[src/hdl/sobel_pkg.sv]
// shared types and constants for the sobel edge magnitude block
// no dependencies; used by sobel_root and sobel_edge_magnitude_rgb
`timescale 1ns / 1ps
`default_nettype none
package sobel_pkg;
  localparam int unsigned PixW    = 8;
  localparam int unsigned RgbW    = 24;
  localparam int unsigned WidthW  = 11;
  localparam int unsigned HeightW = 13;
  localparam int unsigned CfgW    = 13;
  localparam int unsigned CfgIdxW = 2;
  localparam int unsigned PosW    = 24;
  localparam int unsigned SqW     = 22;
  localparam int unsigned GradW   = 12;

  // register indexes of the configuration port
  localparam logic [CfgIdxW-1:0] RegWidth  = 2'd0;
  localparam logic [CfgIdxW-1:0] RegHeight = 2'd1;

  typedef logic [RgbW-1:0] rgb_t;
  typedef logic signed [GradW-1:0] grad_t;
endpackage
`default_nettype wire

[src/hdl/sobel_root.sv]
// iterative rounded integer square root, two bits of the radicand per cycle
// depends on sobel_pkg; result saturated at 255
`timescale 1ns / 1ps
`default_nettype none
module sobel_root (
  input  wire logic                      clk_i,
  input  wire logic                      rst_ni,
  input  wire logic                      start_i,
  input  wire logic [sobel_pkg::SqW-1:0] value_i,
  output logic                           done_o,
  output logic [sobel_pkg::PixW-1:0]     mag_o
);
  logic [sobel_pkg::SqW-1:0] rem_q, rem_d, root_q, root_d, bit_q, bit_d;
  logic [sobel_pkg::SqW-1:0] trial, root_rnd;
  logic busy_q, busy_d, done_q, done_d;

  // one restoring step per cycle
  always_comb begin
    trial  = root_q + bit_q;
    rem_d  = rem_q;
    root_d = root_q;
    bit_d  = bit_q;
    busy_d = busy_q;
    done_d = 1'b0;
    if (start_i) begin
      rem_d  = value_i;
      root_d = '0;
      bit_d  = sobel_pkg::SqW'(1) << (sobel_pkg::SqW - 2);
      busy_d = 1'b1;
    end else if (busy_q) begin
      if (rem_q >= trial) begin
        rem_d  = rem_q - trial;
        root_d = (root_q >> 1) + bit_q;
      end else begin
        root_d = root_q >> 1;
      end
      bit_d = bit_q >> 2;
      if (bit_q == sobel_pkg::SqW'(1)) begin
        busy_d = 1'b0;
        done_d = 1'b1;
      end
    end
  end

  always_ff @(posedge clk_i or negedge rst_ni) begin
    if (!rst_ni) begin
      busy_q <= 1'b0;
      done_q <= 1'b0;
    end else begin
      busy_q <= busy_d;
      done_q <= done_d;
    end
  end

  always_ff @(posedge clk_i) begin
    rem_q  <= rem_d;
    root_q <= root_d;
    bit_q  <= bit_d;
  end

  // round up when the remainder exceeds the root, then saturate
  assign root_rnd = (rem_q > root_q) ? root_q + sobel_pkg::SqW'(1) : root_q;
  assign mag_o    = (root_rnd > sobel_pkg::SqW'(255)) ? 8'd255 : root_rnd[7:0];
  assign done_o   = done_q;
endmodule
`default_nettype wire

[config.mk]
export PLATFORM = sky130hd
export DESIGN_NAME = sobel_root
export DESIGN_NICKNAME = d
export VERILOG_FILES = /design/src/hdl/sobel_pkg.sv /design/src/hdl/sobel_root.sv
export SDC_FILE = /design/constraint.sdc
export NUM_CORES = 1
export LEC_CHECK = 0
export BUFFER_PORTS_ARGS = -buffer_cell sky130_fd_sc_hd__buf_2
export CAP_MARGIN = 20
export CORE_UTILIZATION = 55
export DETAILED_ROUTE_END_ITERATION = 16
export MAX_ROUTING_LAYER = met4
export PLACE_DENSITY = 0.71
export SLEW_MARGIN = 30
export SYNTH_ARGS = -nofsm -noshare
export SYNTH_HDL_FRONTEND = slang
export SYNTH_SLANG_ARGS = --single-unit
[constraint.sdc]
create_clock -name clk_i -period 6 [get_ports clk_i]
set_clock_uncertainty 0.05 [all_clocks]
set_input_delay 0.9 -clock clk_i [delete_from_list [all_inputs] [get_ports clk_i]]
set_output_delay 0.9 -clock clk_i [all_outputs]
set_load 0.005 [all_outputs]
==> results.sh <==
export IMPL_max_cap_violations=0
export IMPL_floorplan_die_area_sq_um=10900
export IMPL_setup_worst_path_start_class="register"
export IMPL_post_synth_main_area_contributors="sky130_fd_sc_hd__ha_1 15%, sky130_fd_sc_hd__dfxtp_1 12%, sky130_fd_sc_hd__edfxtp_1 12%"
export IMPL_grt_start_max_net_pins=54
export IMPL_cts_buffers=9
export IMPL_synth_async_reset_ratio_pct=3.51
export IMPL_antenna_found_initial=0
export IMPL_worst_path_largest_cell_delay_ns=0.57
export IMPL_cts_max_level=3
export IMPL_die_y_microns=104
export IMPL_main_synth_ff_type="sky130_fd_sc_hd__dfxtp_1"
export IMPL_leakage_nw=2.49
export IMPL_synthesis_area_per_instance_sq_um=8.19
export IMPL_clkTransAtPathRegs_ns=0.07
export IMPL_critical_path_data_required_time_ns=5.97
export IMPL_reg2regPathDepth=15
export IMPL_outcome="finished, final reports clean"
export IMPL_clk_latency_ns=0.34
export IMPL_max_slew_margin_vs_limit_pct=49.2
export IMPL_critPathCaptureType="register"
export IMPL_crit_type="register to register"
export IMPL_antenna_diode_count=0
export IMPL_cts_post_setup_buffers_inserted=0
export IMPL_synth_top_cell_area_share_pct=15.0
export IMPL_power_density_nw_per_um2=486
export IMPL_finalCoreUtilization_pct=61.5
export IMPL_clk_root_buffer_cell="sky130_fd_sc_hd__clkbuf_8"
export IMPL_post_route_period_util_pct=87.1
export IMPL_totalWireLength_mm=15.0
export IMPL_detailroute_via_count=5394
export IMPL_port_buffers=33
export IMPL_cpMaxStageDelayCell="sky130_fd_sc_hd__dfxtp_1"
export IMPL_finalWorstPathRequiredPeriod_ns=5.23
export IMPL_path_cells="ha_1 > a31oi_1 > o21bai_1 > a31oi_1 > o21ba_2 > o21ai_0 > a211o_1 > o311a_1 > ha_1 > and4_1 > nand2_1 > a311o_1 > nand2_1 > a21o_1 > buf_4"
export IMPL_drt_pass1_iterations=5
export IMPL_timing_critical_path_buf_inv=1
export IMPL_path_delay_family="compound AO/OA/AOI/OAI gates"
export IMPL_timing_fmax_ghz=0.191
export IMPL_ff2ff_setup_slack_ns=0.77
export IMPL_place_hpwl_mm=11.3
export IMPL_worst_min_delay_path_class="primary input to async pin"
export IMPL_synth_nets=796
export IMPL_grt_setup_unrepaired="no"
export IMPL_yosysUniqueCellTypes=75
export IMPL_syn_cell_area_sq_um=5740
export IMPL_grtUsageTotal_pct=28.7
export IMPL_commonest_cells_in_the_synthesized_netlist="69 x sky130_fd_sc_hd__ha_1, 66 x sky130_fd_sc_hd__nor2_1, 60 x sky130_fd_sc_hd__nand2_1"
export IMPL_grt_overflow_total=0
export IMPL_layout_area_seq_sq_um=1370
export IMPL_maximum_fanout_along_the_worst_path=22
export IMPL_layout_net_count=806
export IMPL_footprint_of_the_multi_input_gates_sq_um=4110
export IMPL_report_final_setup_viol=0
export IMPL_coreArea_sq_um=9950
export IMPL_synth_yosys_warnings=0
export IMPL_gp_congestion=0.894
export IMPL_yosys_register_bits=57
export IMPL_placement_rows=36
export IMPL_drive_gt1_share_pct=9.78
export IMPL_detail_routed_net_length_per_standard_cell_microns=17.7
export IMPL_fillerInstances=890
export IMPL_cells_after_synth=701
export IMPL_cts_hold_repair_buffers=0
export IMPL_ioPinCount=34
export IMPL_grt_first_pass_wirelength_mm=24.4
export IMPL_finalMaxSlewViolations=0
export IMPL_synth_yosys_seq_area_share_pct=23.9
export IMPL_synthToLayoutAreaGrowth_pct=6.67
export IMPL_die_w_microns=104
export IMPL_post_cts_resized_instances=0
export IMPL_worst_ir_drop_vdd_mv=0.283
export IMPL_hold_viol=0
export IMPL_synth_largest_area_cell="sky130_fd_sc_hd__ha_1"
export IMPL_starting_density_pct=57.7
export IMPL_synth_enable_flop_cells=22
export IMPL_final_setup_tns_ns=0
export IMPL_final_power_w=0.00297
export IMPL_timing_worst_slew_pin_value_ns=0.758
export IMPL_tritoncts="done"
export IMPL_drt_first_iter_violations=332
export IMPL_synthMostInstantiatedCell="sky130_fd_sc_hd__ha_1"
export IMPL_timing_critical_path_arrival_ns=5.19
export IMPL_vias_in_the_first_global_route=4900
export IMPL_critical_path_reg2reg_startpoint="root_q[2]"
export IMPL_cts_max_path_buffers=2
export IMPL_final_antenna_net_count=0
export IMPL_r2r_end="rem_q[13]"
export IMPL_cts_sinks=57
export IMPL_drc_markers=0
export IMPL_vias_per_cell=6.35
flip-flops by register name (all words and copies together) (netlist names):
name and cells:
rem_q 22, done_o 1, bit_q 11, busy_q 1, root_q 22
metrics by stage:
step | instance area, sq um | hold WS [ns] | worst slack [ns] | cells
3_5_place_dp | 5950 | 0.522 | 0.898 | 833
6_report | 6130 | 0.276 | 0.773 | 849
5_1_grt | 6130 | 0.266 | 0.466 | 849
3_3_place_gp | 5950 | 0.502 | 1.08 | 833
4_1_cts | 6130 | 0.267 | 0.881 | 849
2_1_floorplan | 5740 | 0.454 | 1.67 | 701
cell usage in the layout, fill, tap and decap left out, drive strengths merged, types with 3 or more instances in the layout:
cell type / instances
a311oi: 7
a41oi: 3
xnor2: 32
o211ai: 5
a221oi: 9
a211oi: 17
o21bai: 9
nor4: 4
o31ai: 6
inv: 30
ha: 69
nor3: 16
o31a: 3
clkinv: 4
o21ai: 46
and2: 6
a21oi: 28
mux2: 3
nand2b: 4
nand4: 16
or3: 7
a31oi: 20
and3: 11
buf: 38
mux2i: 15
a21o: 11
nand2: 60
dfxtp: 33
o21a: 12
nor2b: 3
clkbuf: 11
edfxtp: 22
a21boi: 5
nand3: 26
and4: 7
xor2: 17
nor2: 66
where the power goes:
group	switching, W	internal (W)
Sequential	0.000153	0.000563
Combinational	0.00111	0.000814
Clock	0.000172	0.000160
logic make-up after synthesis:
| family | after synthesis | synth area share, % |
|---|---|---|
| adder cells (fa/ha/maj) | 70 | 15.4 |
| buffers and inverters | 68 | 4.64 |
| AND/OR/NAND/NOR | 234 | 20.2 |
| flip-flops | 57 | 23.9 |
| AO/OA/AOI/OAI | 205 | 25.2 |
| multiplexers | 18 | 3.20 |
| XOR/XNOR | 49 | 7.47 |
area by class of cell:
cell class	count	share of cell area [%]
clock buffer	11	2.31
clock inverter	5	0.490
inverter	29	1.78
multi-input combinational	576	67.0
sequential	57	22.4
tap	133	2.72
timing repair buffer	38	3.31
worst max-delay path by stage:
stage	startpoint	slack [ns]	end	cells past startpoint
final	root_q[2]	0.77	rem_q[13]	15
after global routing	root_q[2]	0.47	rem_q[13]	15
after CTS	root_q[2]	0.88	rem_q[5]	15
after detailed placement	root_q[2]	0.90	rem_q[1]	15
after global placement	root_q[2]	1.08	rem_q[1]	15
after floorplan	bit_q[2]	1.67	rem_q[0]	14
worst reg2reg max path: stages, from the launching register on:
cell                       delay (ns)
sky130_fd_sc_hd__dfxtp_1         0.57
sky130_fd_sc_hd__ha_1            0.34
sky130_fd_sc_hd__a31oi_1         0.30
sky130_fd_sc_hd__o21bai_1        0.18
sky130_fd_sc_hd__a31oi_1         0.33
sky130_fd_sc_hd__o21ba_2         0.24
sky130_fd_sc_hd__o21ai_0         0.16
sky130_fd_sc_hd__a211o_1         0.36
sky130_fd_sc_hd__o311a_1         0.35
sky130_fd_sc_hd__ha_1            0.35
sky130_fd_sc_hd__and4_1          0.20
sky130_fd_sc_hd__nand2_1         0.06
sky130_fd_sc_hd__a311o_1         0.56
sky130_fd_sc_hd__nand2_1         0.37
sky130_fd_sc_hd__a21o_1          0.18
sky130_fd_sc_hd__buf_4           0.29
metal layers:
| metal | vias to the layer above | global-route usage [%] | part of all wire (%) |
|---|---|---|---|
| li1 | 2652 | - | - |
| met1 | 2518 | 38.8 | 47 |
| met2 | 203 | 45.8 | 46 |
| met3 | 21 | 3.38 | 6.0 |
| met4 | 0 | 6.94 | 1.5 |
| met5 | - | - | 0 |
No activity file was read; power rests on OpenSTA's default activity.
